`config.mk`:
```
export PLATFORM = sky130hd
export DESIGN_NAME = nd_pad_address_generator
export DESIGN_NICKNAME = d
export VERILOG_FILES = /design/src/design/ndpad_pkg.sv /design/src/design/ndpad_cfg_regs.sv /design/src/design/ndpad_dim_unit.sv /design/src/design/nd_pad_address_generator.sv
export SDC_FILE = /design/constraint.sdc
export NUM_CORES = 2
export LEC_CHECK = 0
export ABC_AREA = 1
export BUFFER_PORTS_ARGS = -buffer_cell sky130_fd_sc_hd__buf_2
export CORE_AREA = 2 2 342 344
export DETAILED_ROUTE_END_ITERATION = 10
export DIE_AREA = 0 0 344 346
export GPL_ROUTABILITY_DRIVEN = 0
export HOLD_SLACK_MARGIN = 0.05
export PLACE_DENSITY_LB_ADDON = 0.25
export SETUP_SLACK_MARGIN = 0.3
export SYNTH_ARGS = -nofsm -noshare
export SYNTH_HDL_FRONTEND = slang
export SYNTH_SLANG_ARGS = --single-unit
export TNS_END_PERCENT = 30
```
`constraint.sdc`:
```
create_clock -name clk -period 12.91 [get_ports clk]
set_input_delay 2.582 -clock clk [delete_from_list [all_inputs] [get_ports clk]]
set_output_delay 2.582 -clock clk [all_outputs]
set_load 0.02 [all_outputs]
```
`src/design/ndpad_pkg.sv`:
```
// ----------------------------------------------------------------------------
// ndpad_pkg: shared types and constants of the padding address generator
// Register indexes, padding modes, state codes and the structs that travel
// between the register file, the top level and the per-dimension unit.
// ----------------------------------------------------------------------------
package ndpad_pkg;

  // Register indexes (byte address is 8 * index)
  localparam logic [2:0] REG_PAD_MODE    = 3'd0;
  localparam logic [2:0] REG_DIMS_IN_USE = 3'd1;
  localparam logic [2:0] REG_IN_SIZES    = 3'd2;
  localparam logic [2:0] REG_PAD_BEFORE  = 3'd3;
  localparam logic [2:0] REG_PAD_AFTER   = 3'd4;
  localparam logic [2:0] REG_IN_STRIDES  = 3'd5;
  localparam logic [2:0] REG_OUT_STRIDES = 3'd6;
  localparam logic [2:0] REG_PAD_FILL    = 3'd7;

  localparam int OFS_BITS = 34;

  typedef enum logic [1:0] {
    PM_CONST     = 2'd0,
    PM_REFLECT   = 2'd1,
    PM_REPLICATE = 2'd2,
    PM_CIRCULAR  = 2'd3
  } pad_mode_t;

  typedef enum logic [1:0] {
    S_IDLE,
    S_ISSUE,
    S_WAIT,
    S_OUT
  } top_state_t;

  typedef enum logic [2:0] {
    U_IDLE,
    U_MODSET,
    U_DIV,
    U_FOLD,
    U_MAC,
    U_DONE
  } unit_state_t;

  // Register file contents
  typedef struct packed {
    pad_mode_t   mode;
    logic [2:0]  dims;
    logic [63:0] in_sizes;
    logic [63:0] pad_before;
    logic [63:0] pad_after;
    logic [63:0] in_strides;
    logic [63:0] out_strides;
    logic [63:0] pad_fill;
  } cfg_t;

  // Per-dimension settings handed to the dimension unit
  typedef struct packed {
    pad_mode_t   mode;
    logic [15:0] in_size;
    logic [15:0] pad_b;
    logic [15:0] pad_a;
    logic [15:0] in_stride;
    logic [15:0] out_stride;
  } dim_cfg_t;

  // Per-dimension result returned by the dimension unit
  typedef struct packed {
    logic                done;
    logic                fill;
    logic                at_end;
    logic [OFS_BITS-1:0] oprod;
    logic [OFS_BITS-1:0] iprod;
  } dim_res_t;

  // 16-bit field of a packed register; dimensions 4 and up read as zero
  function automatic logic [15:0] field16(input logic [63:0] r, input logic [3:0] d);
    logic [15:0] f;
    f = '0;
    if (d < 4'd4) begin
      f = r[{d[1:0], 4'b0000} +: 16];
    end
    return f;
  endfunction

endpackage

```
`src/design/ndpad_cfg_regs.sv`:
```
// ----------------------------------------------------------------------------
// ndpad_cfg_regs: configuration register file
// APB-style slave with 64-bit registers at byte addresses 8 * index; writes
// complete in the access phase, reads return the stored value.
// ----------------------------------------------------------------------------
module ndpad_cfg_regs (
  input  logic               clk,
  input  logic               rst_n,
  input  logic               psel,
  input  logic               penable,
  input  logic               pwrite,
  input  logic [5:0]         paddr,
  input  logic [63:0]        pwdata,
  output logic [63:0]        prdata,
  output logic               pready,
  output ndpad_pkg::cfg_t    cfg
);
  import ndpad_pkg::*;

  cfg_t       cfg_r;
  logic       wr_en;
  logic [2:0] idx;

  assign pready = 1'b1;
  assign idx    = paddr[5:3];
  assign wr_en  = psel && penable && pwrite;
  assign cfg    = cfg_r;

  // Write registers on a completed write transfer
  always_ff @(posedge clk) begin
    if (!rst_n) begin
      cfg_r.mode        <= PM_CONST;
      cfg_r.dims        <= 3'd1;
      cfg_r.in_sizes    <= '0;
      cfg_r.pad_before  <= '0;
      cfg_r.pad_after   <= '0;
      cfg_r.in_strides  <= '0;
      cfg_r.out_strides <= '0;
      cfg_r.pad_fill    <= '0;
    end else if (wr_en) begin
      unique case (idx)
        REG_PAD_MODE:    cfg_r.mode        <= pad_mode_t'(pwdata[1:0]);
        REG_DIMS_IN_USE: cfg_r.dims        <= pwdata[2:0];
        REG_IN_SIZES:    cfg_r.in_sizes    <= pwdata;
        REG_PAD_BEFORE:  cfg_r.pad_before  <= pwdata;
        REG_PAD_AFTER:   cfg_r.pad_after   <= pwdata;
        REG_IN_STRIDES:  cfg_r.in_strides  <= pwdata;
        REG_OUT_STRIDES: cfg_r.out_strides <= pwdata;
        REG_PAD_FILL:    cfg_r.pad_fill    <= pwdata;
        default:         cfg_r.pad_fill    <= cfg_r.pad_fill;
      endcase
    end
  end

  // Read back
  always_comb begin
    unique case (idx)
      REG_PAD_MODE:    prdata = {62'd0, cfg_r.mode};
      REG_DIMS_IN_USE: prdata = {61'd0, cfg_r.dims};
      REG_IN_SIZES:    prdata = cfg_r.in_sizes;
      REG_PAD_BEFORE:  prdata = cfg_r.pad_before;
      REG_PAD_AFTER:   prdata = cfg_r.pad_after;
      REG_IN_STRIDES:  prdata = cfg_r.in_strides;
      REG_OUT_STRIDES: prdata = cfg_r.out_strides;
      REG_PAD_FILL:    prdata = cfg_r.pad_fill;
      default:         prdata = '0;
    endcase
  end

endmodule

```
`src/design/ndpad_dim_unit.sv`:
```
// ----------------------------------------------------------------------------
// ndpad_dim_unit: shared per-dimension map, fold and multiply unit
// Maps one output coordinate to its source coordinate (constant, reflect,
// replicate, circular), with a bit-serial remainder for large pads, then
// forms both stride products. Reused for every dimension of an element.
// ----------------------------------------------------------------------------
module ndpad_dim_unit #(
  parameter int COORD_BITS = 16
) (
  input  logic                  clk,
  input  logic                  rst_n,
  input  logic                  start,
  input  logic [COORD_BITS-1:0] coord,
  input  ndpad_pkg::dim_cfg_t   dcfg,
  output ndpad_pkg::dim_res_t   res
);
  import ndpad_pkg::*;

  localparam int MW  = (COORD_BITS > 16) ? COORD_BITS : 16;  // magnitude bits
  localparam int IW  = MW + 1;                                // signed index bits
  localparam int KW  = MW + 1;                                // period compare bits
  localparam int EW  = (COORD_BITS + 1 > 18) ? COORD_BITS + 1 : 18;
  localparam int CW  = $clog2(MW);

  unit_state_t           state_r, state_nxt;
  logic [COORD_BITS-1:0] c_r, c_nxt;
  logic [15:0]           os_r, os_nxt, is_r, is_nxt, n_r, n_nxt, src_r, src_nxt;
  pad_mode_t             mode_r, mode_nxt;
  logic [IW-1:0]         i_r, i_nxt;
  logic                  fill_r, fill_nxt, end_r, end_nxt, neg_r, neg_nxt;
  logic [16:0]           div_r, div_nxt;
  logic [17:0]           rem_r, rem_nxt;
  logic [MW-1:0]         mag_r, mag_nxt;
  logic [CW-1:0]         cnt_r, cnt_nxt;
  logic [OFS_BITS-1:0]   oprod_r, oprod_nxt, iprod_r, iprod_nxt;

  logic [IW-1:0]   i_w;
  logic            neg_w, inr_w;
  logic [17:0]     ext_raw;
  logic [EW-1:0]   ext, ext_lim, em1;
  logic [MW-1:0]   mag_w;
  logic [16:0]     div_w;
  logic [17:0]     shift_w;
  logic [16:0]     r0_w, r1_w;
  logic [47:0]     omul_w;
  logic [31:0]     imul_w;

  // Index relative to the input, extent and end-of-dimension test
  always_comb begin
    i_w     = IW'(coord) - IW'(dcfg.pad_b);
    neg_w   = i_w[IW-1];
    inr_w   = !neg_w && (i_w < IW'(dcfg.in_size));
    ext_raw = 18'(dcfg.in_size) + 18'(dcfg.pad_b) + 18'(dcfg.pad_a);
    ext_lim = EW'(1) << COORD_BITS;
    ext     = EW'(ext_raw);
    if (ext > ext_lim) begin
      ext = ext_lim;
    end
    if (ext == '0) begin
      ext = EW'(1);
    end
    em1 = ext - EW'(1);
  end

  // Remainder datapath pieces
  always_comb begin
    mag_w   = neg_r ? MW'(~i_r + IW'(1)) : MW'(i_r);
    div_w   = (mode_r == PM_REFLECT) ? ({n_r, 1'b0} - 17'd2) : {1'b0, n_r};
    shift_w = {rem_r[16:0], mag_r[MW-1]};
    r0_w    = (neg_r && (rem_r[16:0] != '0)) ? (div_r - rem_r[16:0]) : rem_r[16:0];
    r1_w    = ((mode_r == PM_REFLECT) && (r0_w >= {1'b0, n_r})) ? (div_r - r0_w) : r0_w;
    omul_w  = 32'(c_r) * os_r;
    imul_w  = src_r * is_r;
  end

  // Sequencer
  always_comb begin
    state_nxt = state_r;
    c_nxt     = c_r;
    os_nxt    = os_r;
    is_nxt    = is_r;
    n_nxt     = n_r;
    src_nxt   = src_r;
    mode_nxt  = mode_r;
    i_nxt     = i_r;
    fill_nxt  = fill_r;
    end_nxt   = end_r;
    neg_nxt   = neg_r;
    div_nxt   = div_r;
    rem_nxt   = rem_r;
    mag_nxt   = mag_r;
    cnt_nxt   = cnt_r;
    oprod_nxt = oprod_r;
    iprod_nxt = iprod_r;

    unique case (state_r)
      U_IDLE, U_DONE: begin
        state_nxt = U_IDLE;
        if (start) begin
          // Latch operands and resolve the easy cases at once
          c_nxt     = coord;
          os_nxt    = dcfg.out_stride;
          is_nxt    = dcfg.in_stride;
          n_nxt     = dcfg.in_size;
          mode_nxt  = dcfg.mode;
          i_nxt     = i_w;
          neg_nxt   = neg_w;
          end_nxt   = EW'(coord) >= em1;
          fill_nxt  = 1'b0;
          src_nxt   = '0;
          state_nxt = U_MAC;
          if (dcfg.in_size == '0) begin
            fill_nxt = 1'b1;
          end else if (inr_w) begin
            src_nxt = i_w[15:0];
          end else begin
            unique case (dcfg.mode)
              PM_CONST:     fill_nxt = 1'b1;
              PM_REPLICATE: src_nxt  = neg_w ? 16'd0 : (dcfg.in_size - 16'd1);
              PM_REFLECT: begin
                if (dcfg.in_size != 16'd1) begin
                  state_nxt = U_MODSET;
                end
              end
              PM_CIRCULAR:  state_nxt = U_MODSET;
              default:      fill_nxt  = 1'b1;
            endcase
          end
        end
      end
      U_MODSET: begin
        // Skip the serial remainder when the magnitude is already below the period
        div_nxt = div_w;
        if (KW'(mag_w) < KW'(div_w)) begin
          rem_nxt   = 18'(mag_w);
          state_nxt = U_FOLD;
        end else begin
          mag_nxt   = mag_w;
          rem_nxt   = '0;
          cnt_nxt   = CW'(MW - 1);
          state_nxt = U_DIV;
        end
      end
      U_DIV: begin
        // One restoring step per cycle, dividend bits MSB first
        rem_nxt = (shift_w >= {1'b0, div_r}) ? (shift_w - {1'b0, div_r}) : shift_w;
        mag_nxt = mag_r << 1;
        cnt_nxt = cnt_r - CW'(1);
        if (cnt_r == '0) begin
          state_nxt = U_FOLD;
        end
      end
      U_FOLD: begin
        src_nxt   = r1_w[15:0];
        state_nxt = U_MAC;
      end
      U_MAC: begin
        oprod_nxt = omul_w[OFS_BITS-1:0];
        iprod_nxt = fill_r ? '0 : OFS_BITS'(imul_w);
        state_nxt = U_DONE;
      end
      default: state_nxt = U_IDLE;
    endcase
  end

  // State register
  always_ff @(posedge clk) begin
    if (!rst_n) begin
      state_r <= U_IDLE;
    end else begin
      state_r <= state_nxt;
    end
  end

  // Datapath registers
  always_ff @(posedge clk) begin
    c_r     <= c_nxt;
    os_r    <= os_nxt;
    is_r    <= is_nxt;
    n_r     <= n_nxt;
    src_r   <= src_nxt;
    mode_r  <= mode_nxt;
    i_r     <= i_nxt;
    fill_r  <= fill_nxt;
    end_r   <= end_nxt;
    neg_r   <= neg_nxt;
    div_r   <= div_nxt;
    rem_r   <= rem_nxt;
    mag_r   <= mag_nxt;
    cnt_r   <= cnt_nxt;
    oprod_r <= oprod_nxt;
    iprod_r <= iprod_nxt;
  end

  assign res.done   = (state_r == U_DONE);
  assign res.fill   = fill_r;
  assign res.at_end = end_r;
  assign res.oprod  = oprod_r;
  assign res.iprod  = iprod_r;

endmodule

```
`src/design/nd_pad_address_generator.sv`:
```
// ----------------------------------------------------------------------------
// nd_pad_address_generator: N-dimensional padding address generator
// Each transfer on the input yields one output element's offsets, walking the
// output coordinates in row-major order; one shared dimension unit serves
// every dimension in turn, from the fastest dimension back to dimension 0.
// Per element, each dimension in use passes through the unit's multiply and
//   done states; reflect or circular out of range adds the modulus set-up and
//   fold states, plus max(COORD_BITS,16) remainder steps when the distance
//   reaches the fold period.
// A new input is taken only after the element is loaded into the output register.
// Reset (synchronous, rst_n low): coordinates zero, registers to defaults.
// ----------------------------------------------------------------------------
module nd_pad_address_generator #(
  parameter int MAX_DIMS   = 4,
  parameter int COORD_BITS = 16
) (
  input  logic        clk,
  input  logic        rst_n,
  // input channel
  input  logic        in_valid,
  output logic        in_ready,
  input  logic        in_restart,
  // result channel
  output logic        out_valid,
  input  logic        out_ready,
  output logic [33:0] out_out_offset,
  output logic [33:0] out_in_offset,
  output logic        out_use_fill,
  output logic [63:0] out_fill_word,
  output logic        out_last,
  // configuration port
  input  logic        psel,
  input  logic        penable,
  input  logic        pwrite,
  input  logic [5:0]  paddr,
  input  logic [63:0] pwdata,
  output logic [63:0] prdata,
  output logic        pready
);
  import ndpad_pkg::*;

  localparam int DIW = (MAX_DIMS > 1) ? $clog2(MAX_DIMS) : 1;

  cfg_t                  cfg;
  dim_cfg_t              dcfg;
  dim_res_t              res;

  top_state_t            state_r, state_nxt;
  logic [COORD_BITS-1:0] coord_r [MAX_DIMS];
  logic [DIW-1:0]        dim_r, dim_nxt;
  logic [OFS_BITS-1:0]   oacc_r, oacc_nxt, iacc_r, iacc_nxt;
  logic                  fill_r, fill_nxt, last_r, last_nxt, carry_r, carry_nxt;
  logic                  out_valid_r, out_valid_nxt;
  logic [OFS_BITS-1:0]   out_ofs_r, out_ofs_nxt, out_iofs_r, out_iofs_nxt;
  logic                  out_fill_r, out_fill_nxt, out_last_r, out_last_nxt;
  logic [63:0]           out_word_r, out_word_nxt;

  logic [3:0]            nd;
  logic [DIW-1:0]        sel_dim;
  logic                  start;
  logic                  accept;
  logic                  load_out;

  ndpad_cfg_regs u_regs (
    .clk     (clk),
    .rst_n   (rst_n),
    .psel    (psel),
    .penable (penable),
    .pwrite  (pwrite),
    .paddr   (paddr),
    .pwdata  (pwdata),
    .prdata  (prdata),
    .pready  (pready),
    .cfg     (cfg)
  );

  // Dimensions in use, clamped to 1..MAX_DIMS
  always_comb begin
    nd = {1'b0, cfg.dims};
    if (nd == 4'd0) begin
      nd = 4'd1;
    end
    if (nd > 4'(MAX_DIMS)) begin
      nd = 4'(MAX_DIMS);
    end
  end

  // Pick the dimension fed to the unit and its settings
  assign sel_dim = (state_r == S_ISSUE) ? dim_r : (dim_r - DIW'(1));
  always_comb begin
    dcfg.mode       = cfg.mode;
    dcfg.in_size    = field16(cfg.in_sizes,    4'(sel_dim));
    dcfg.pad_b      = field16(cfg.pad_before,  4'(sel_dim));
    dcfg.pad_a      = field16(cfg.pad_after,   4'(sel_dim));
    dcfg.in_stride  = field16(cfg.in_strides,  4'(sel_dim));
    dcfg.out_stride = field16(cfg.out_strides, 4'(sel_dim));
  end

  ndpad_dim_unit #(
    .COORD_BITS (COORD_BITS)
  ) u_dim (
    .clk   (clk),
    .rst_n (rst_n),
    .start (start),
    .coord (coord_r[sel_dim]),
    .dcfg  (dcfg),
    .res   (res)
  );

  assign in_ready = (state_r == S_IDLE);
  assign accept   = in_valid && in_ready;

  // Sequencer over dimensions and output hand-off
  always_comb begin
    state_nxt     = state_r;
    dim_nxt       = dim_r;
    oacc_nxt      = oacc_r;
    iacc_nxt      = iacc_r;
    fill_nxt      = fill_r;
    last_nxt      = last_r;
    carry_nxt     = carry_r;
    start         = 1'b0;
    load_out      = 1'b0;

    unique case (state_r)
      S_IDLE: begin
        if (accept) begin
          dim_nxt   = DIW'(nd - 4'd1);
          oacc_nxt  = '0;
          iacc_nxt  = '0;
          fill_nxt  = 1'b0;
          last_nxt  = 1'b1;
          carry_nxt = 1'b1;
          state_nxt = S_ISSUE;
        end
      end
      S_ISSUE: begin
        start     = 1'b1;
        state_nxt = S_WAIT;
      end
      S_WAIT: begin
        if (res.done) begin
          // Accumulate this dimension, then start the next slower one
          oacc_nxt = oacc_r + res.oprod;
          iacc_nxt = iacc_r + res.iprod;
          fill_nxt = fill_r | res.fill;
          last_nxt = last_r & res.at_end;
          if (carry_r && !res.at_end) begin
            carry_nxt = 1'b0;
          end
          if (dim_r == '0) begin
            state_nxt = S_OUT;
          end else begin
            start   = 1'b1;
            dim_nxt = dim_r - DIW'(1);
          end
        end
      end
      S_OUT: begin
        if (!out_valid_r || out_ready) begin
          load_out  = 1'b1;
          state_nxt = S_IDLE;
        end
      end
      default: state_nxt = S_IDLE;
    endcase
  end

  // Output register: hold until the result transfer completes
  always_comb begin
    out_valid_nxt = out_valid_r;
    out_ofs_nxt   = out_ofs_r;
    out_iofs_nxt  = out_iofs_r;
    out_fill_nxt  = out_fill_r;
    out_word_nxt  = out_word_r;
    out_last_nxt  = out_last_r;
    if (out_valid_r && out_ready) begin
      out_valid_nxt = 1'b0;
    end
    if (load_out) begin
      out_valid_nxt = 1'b1;
      out_ofs_nxt   = oacc_r;
      out_iofs_nxt  = fill_r ? '0 : iacc_r;
      out_fill_nxt  = fill_r;
      out_word_nxt  = fill_r ? cfg.pad_fill : '0;
      out_last_nxt  = last_r;
    end
  end

  // Control registers
  always_ff @(posedge clk) begin
    if (!rst_n) begin
      state_r     <= S_IDLE;
      out_valid_r <= 1'b0;
      dim_r       <= '0;
      carry_r     <= 1'b0;
    end else begin
      state_r     <= state_nxt;
      out_valid_r <= out_valid_nxt;
      dim_r       <= dim_nxt;
      carry_r     <= carry_nxt;
    end
  end

  // Odometer: clear on restart or unused, step on carry into this dimension
  always_ff @(posedge clk) begin
    if (!rst_n) begin
      for (int d = 0; d < MAX_DIMS; d++) begin
        coord_r[d] <= '0;
      end
    end else if (accept) begin
      for (int d = 0; d < MAX_DIMS; d++) begin
        if (in_restart || (4'(d) >= nd)) begin
          coord_r[d] <= '0;
        end
      end
    end else if ((state_r == S_WAIT) && res.done && carry_r) begin
      if (res.at_end) begin
        coord_r[dim_r] <= '0;
      end else begin
        coord_r[dim_r] <= coord_r[dim_r] + COORD_BITS'(1);
      end
    end
  end

  // Payload registers
  always_ff @(posedge clk) begin
    oacc_r     <= oacc_nxt;
    iacc_r     <= iacc_nxt;
    fill_r     <= fill_nxt;
    last_r     <= last_nxt;
    out_ofs_r  <= out_ofs_nxt;
    out_iofs_r <= out_iofs_nxt;
    out_fill_r <= out_fill_nxt;
    out_word_r <= out_word_nxt;
    out_last_r <= out_last_nxt;
  end

  assign out_valid      = out_valid_r;
  assign out_out_offset = out_ofs_r;
  assign out_in_offset  = out_iofs_r;
  assign out_use_fill   = out_fill_r;
  assign out_fill_word  = out_word_r;
  assign out_last       = out_last_r;

  // Busy right after an input transfer
  a_busy_after_accept: assert property (@(posedge clk) disable iff (!rst_n)
    accept |=> !in_ready)
    else $error("input accepted again while an element is in progress");

  // The unit reports only while the sequencer waits for it
  a_done_in_wait: assert property (@(posedge clk) disable iff (!rst_n)
    res.done |-> (state_r == S_WAIT))
    else $error("dimension unit finished outside the wait state");

  // Every dimension is processed before the hand-off
  a_out_after_dim0: assert property (@(posedge clk) disable iff (!rst_n)
    (state_r == S_OUT) |-> (dim_r == '0))
    else $error("hand-off reached before dimension zero");

  // A filled element carries no source offset
  a_fill_zero_src: assert property (@(posedge clk) disable iff (!rst_n)
    (out_valid && out_use_fill) |-> (out_in_offset == '0))
    else $error("filled element with nonzero source offset");

endmodule
```
==> results.ini <==
[drt]
routed.top_layer=met5
via_per_inst=5.96
routedWlPerCell_um=21.3
routed-wl-met2_um=90800
drtIter0Drc=6610
num_vias=58782
first_pass_iters=11
m1WireLength_um=77900
drc_errors=3
dr_wl_met3_um=23900
detail-route-antenna-nets=0
finalWirelength_um=210000

[global_routing]
grt.overflow.total=0
grt_pass1_wl_um=322000
grt_usage_pct=34.9
grt_antenna_before_repair=26
first_global_vias=56522
grt_max_degree=124

[sta]
fin_worst_skew_ns=0.0576
hold_violations=0
slew_viol_final=0
fin_setup_tns_ns=0
min_period_ns=8.96
slew_headroom_pct=16.0
tightest_slew_ns=1.26
setup_viol=0
period_share_pct=69.4
max_freq_mhz=112
rsz0062_at_grt=no
whs_ns=0.448
fin_ws_ns=3.95

[floorplanning]
rows=125
fp.coreArea_um2=115000
die_h_um=346
die_w_um=344
die_area_um2=119000
io_pins=279
initial_core_util_pct=56.6

[synth]
syn_inst=8228
syn_nets=9143
ys_seq_area_share_pct=34.6
synth_enable_flop_cells=487
async_flop_share_pct=0
synth_area_um2=65300
syn_avg_cell_area_um2=7.94
ys.flop_type=edfxtp_1
synth_seq_cells=887
yosysWarnings=0
yosysUniqueCellTypes=66

[critical_path]
crit_path_max_fanout=74
arrival_ns=9.41
max_stage_delay_ns=0.59
setup.worst_path.class=reg -> reg
crit_path_top_delay_cell=buf_4
startpoint_type=register
crit_buf_inv=6
crit_required_ns=13.36
crit_family=simple AND/OR/NAND/NOR gates
cp-end-kind=register
path_common_cell=nand2_1

[clock_tree]
cts_root_buffer=clkbuf_16
path_clk_slew_ns=0.06
htreeDepth=3
cts_buffers=97
cts_buffer_depth=3
cts_tree=done
post-cts-setup-buffer-count=0
cts.sinks=887
cts.repair.resized=0
cts_hold_buf=0
insertion_delay_ns=0.73

[cells_and_area]
area_growth_pct=8.48
layout_common_cells=nand2_1, inv_1, nor2_1, o21ai_0, edfxtp_1
fill_cells=10107
drive_gt1_share_pct=7.29
final_util_pct=61.4
final_nets=9165
final_common_cell=nand2_1

[placed_design]
dp.final_hpwl_um=151000
numPortBuffers=274
dp_slack_ns=4.30

[status]
status=complete, but fails checks
violations=DRC

[flow_run]
maxCapViolCount=0

[min_path]
hold_path_class=reg -> reg

[worst reg2reg max path: cells and delay by family (launching register included)]
kind | cells | cell delay (ns)
and+or+nand+nor | 29 | 3.82
adders and majority gates | 5 | 1.56
AOI/OAI and AO/OA | 10 | 1.53
buffers and inverters | 6 | 1.20
DFF | 1 | 0.34
xor gates and xnor gates | 2 | 0.27
[path summary, 6_finish.rpt]
kind	startpoint	end	slack, ns	cells after the start
setup reg to reg	state_r[1]	u_dim.end_r	3.95	52
hold / removal	u_regs.cfg[388]	u_dim.mode_r[1]	0.45	0
setup / recovery	state_r[1]	u_dim.end_r	3.95	52
hold reg to reg	u_regs.cfg[388]	u_dim.mode_r[1]	0.45	0
[cell families (layout without fill, tap and decap cells)]
| kind of cell | Yosys count | count (layout) | share of synthesized area (%) |
|---|---|---|---|
| fa+ha+maj | 837 | 837 | 20.6 |
| flops | 887 | 887 | 34.6 |
| compound gates | 1665 | 1665 | 14.5 |
| buf+inv | 1739 | 1841 | 10.1 |
| xor+xnor | 150 | 150 | 2.01 |
| other cells | 1 | 12 | 0.00574 |
| simple gates | 2949 | 2949 | 18.2 |
[stage by stage]
step | instances | area, um^2
6_report | 9865 | 70900
5_1_grt | 9854 | 70800
4_1_cts | 9854 | 70800
3_5_place_dp | 9675 | 67600
3_3_place_gp | 9675 | 67600
2_1_floorplan | 8228 | 65300
[per-layer routing]
layer  track usage (%)  up-vias
met5                 0        -
met4              25.0       24
met3              8.08      854
met2              53.4     3422
met1              43.5    27794
li1                  -    26688
[area by class of cell]
class	instances	area, um^2	share of cell area [%]
sequential	887	22600	31.9
timing repair buffer	337	1870	2.63
tap	1524	1910	2.69
antenna	11	27.5	0.0388
multi-input combinational	5602	36200	51.1
clock buffer	134	2690	3.79
clock inverter	45	557	0.786
inverter	1325	4970	7.02
[registers in the layout, summed over array words and instances, names as in the netlist, 2 cells and up, named ones only]
register,cells
u_regs.cfg,389
coord_r,64
out_fill_word,64
iacc_r,34
oacc_r,34
out_in_offset,34
out_out_offset,34
u_dim.iprod_r,32
u_dim.oprod_r,32
u_dim.div_r,17
u_dim.rem_r,17
u_dim.c_r,16
u_dim.i_r,16
u_dim.is_r,16
u_dim.mag_r,16
u_dim.n_r,16
u_dim.os_r,16
u_dim.src_r,16
u_dim.cnt_r,4
u_dim.state_r,3
dim_r,2
state_r,2
u_dim.mode_r,2
[cells in the mapped netlist (6+ instances only)]
master | n | area share, %
a211oi_1 | 14 | 0.16
a21boi_0 | 12 | 0.14
a21o_1 | 9 | 0.10
a21oi_1 | 465 | 3.6
a221oi_1 | 24 | 0.32
a22oi_1 | 90 | 1.0
a31oi_1 | 32 | 0.31
a32o_1 | 9 | 0.14
a32oi_1 | 21 | 0.28
buf_1 | 15 | 0.086
buf_2 | 13 | 0.10
buf_4 | 8 | 0.092
buf_6 | 6 | 0.10
clkbuf_1 | 372 | 2.1
dfxtp_1 | 400 | 12
edfxtp_1 | 487 | 22
fa_1 | 394 | 12
ha_1 | 443 | 8.5
inv_1 | 1306 | 7.5
inv_2 | 14 | 0.080
nand2_1 | 1429 | 8.2
nand2_2 | 12 | 0.11
nand2_4 | 7 | 0.12
nand3_1 | 181 | 1.4
nand3b_1 | 10 | 0.11
nand4_1 | 60 | 0.57
nor2_1 | 1121 | 6.4
nor2_2 | 8 | 0.077
nor3_1 | 56 | 0.43
nor4_1 | 9 | 0.086
o211ai_1 | 28 | 0.32
o21a_1 | 34 | 0.39
o21ai_0 | 760 | 5.8
o21ai_1 | 11 | 0.084
o21bai_1 | 14 | 0.16
o221ai_1 | 15 | 0.20
o22ai_1 | 81 | 0.78
o31ai_1 | 14 | 0.16
or2_2 | 29 | 0.28
xnor2_1 | 40 | 0.54
xor2_1 | 110 | 1.5
Power is not shown: default switching activity piles up to over one toggle a cycle in this logic, so the estimate is an artifact.
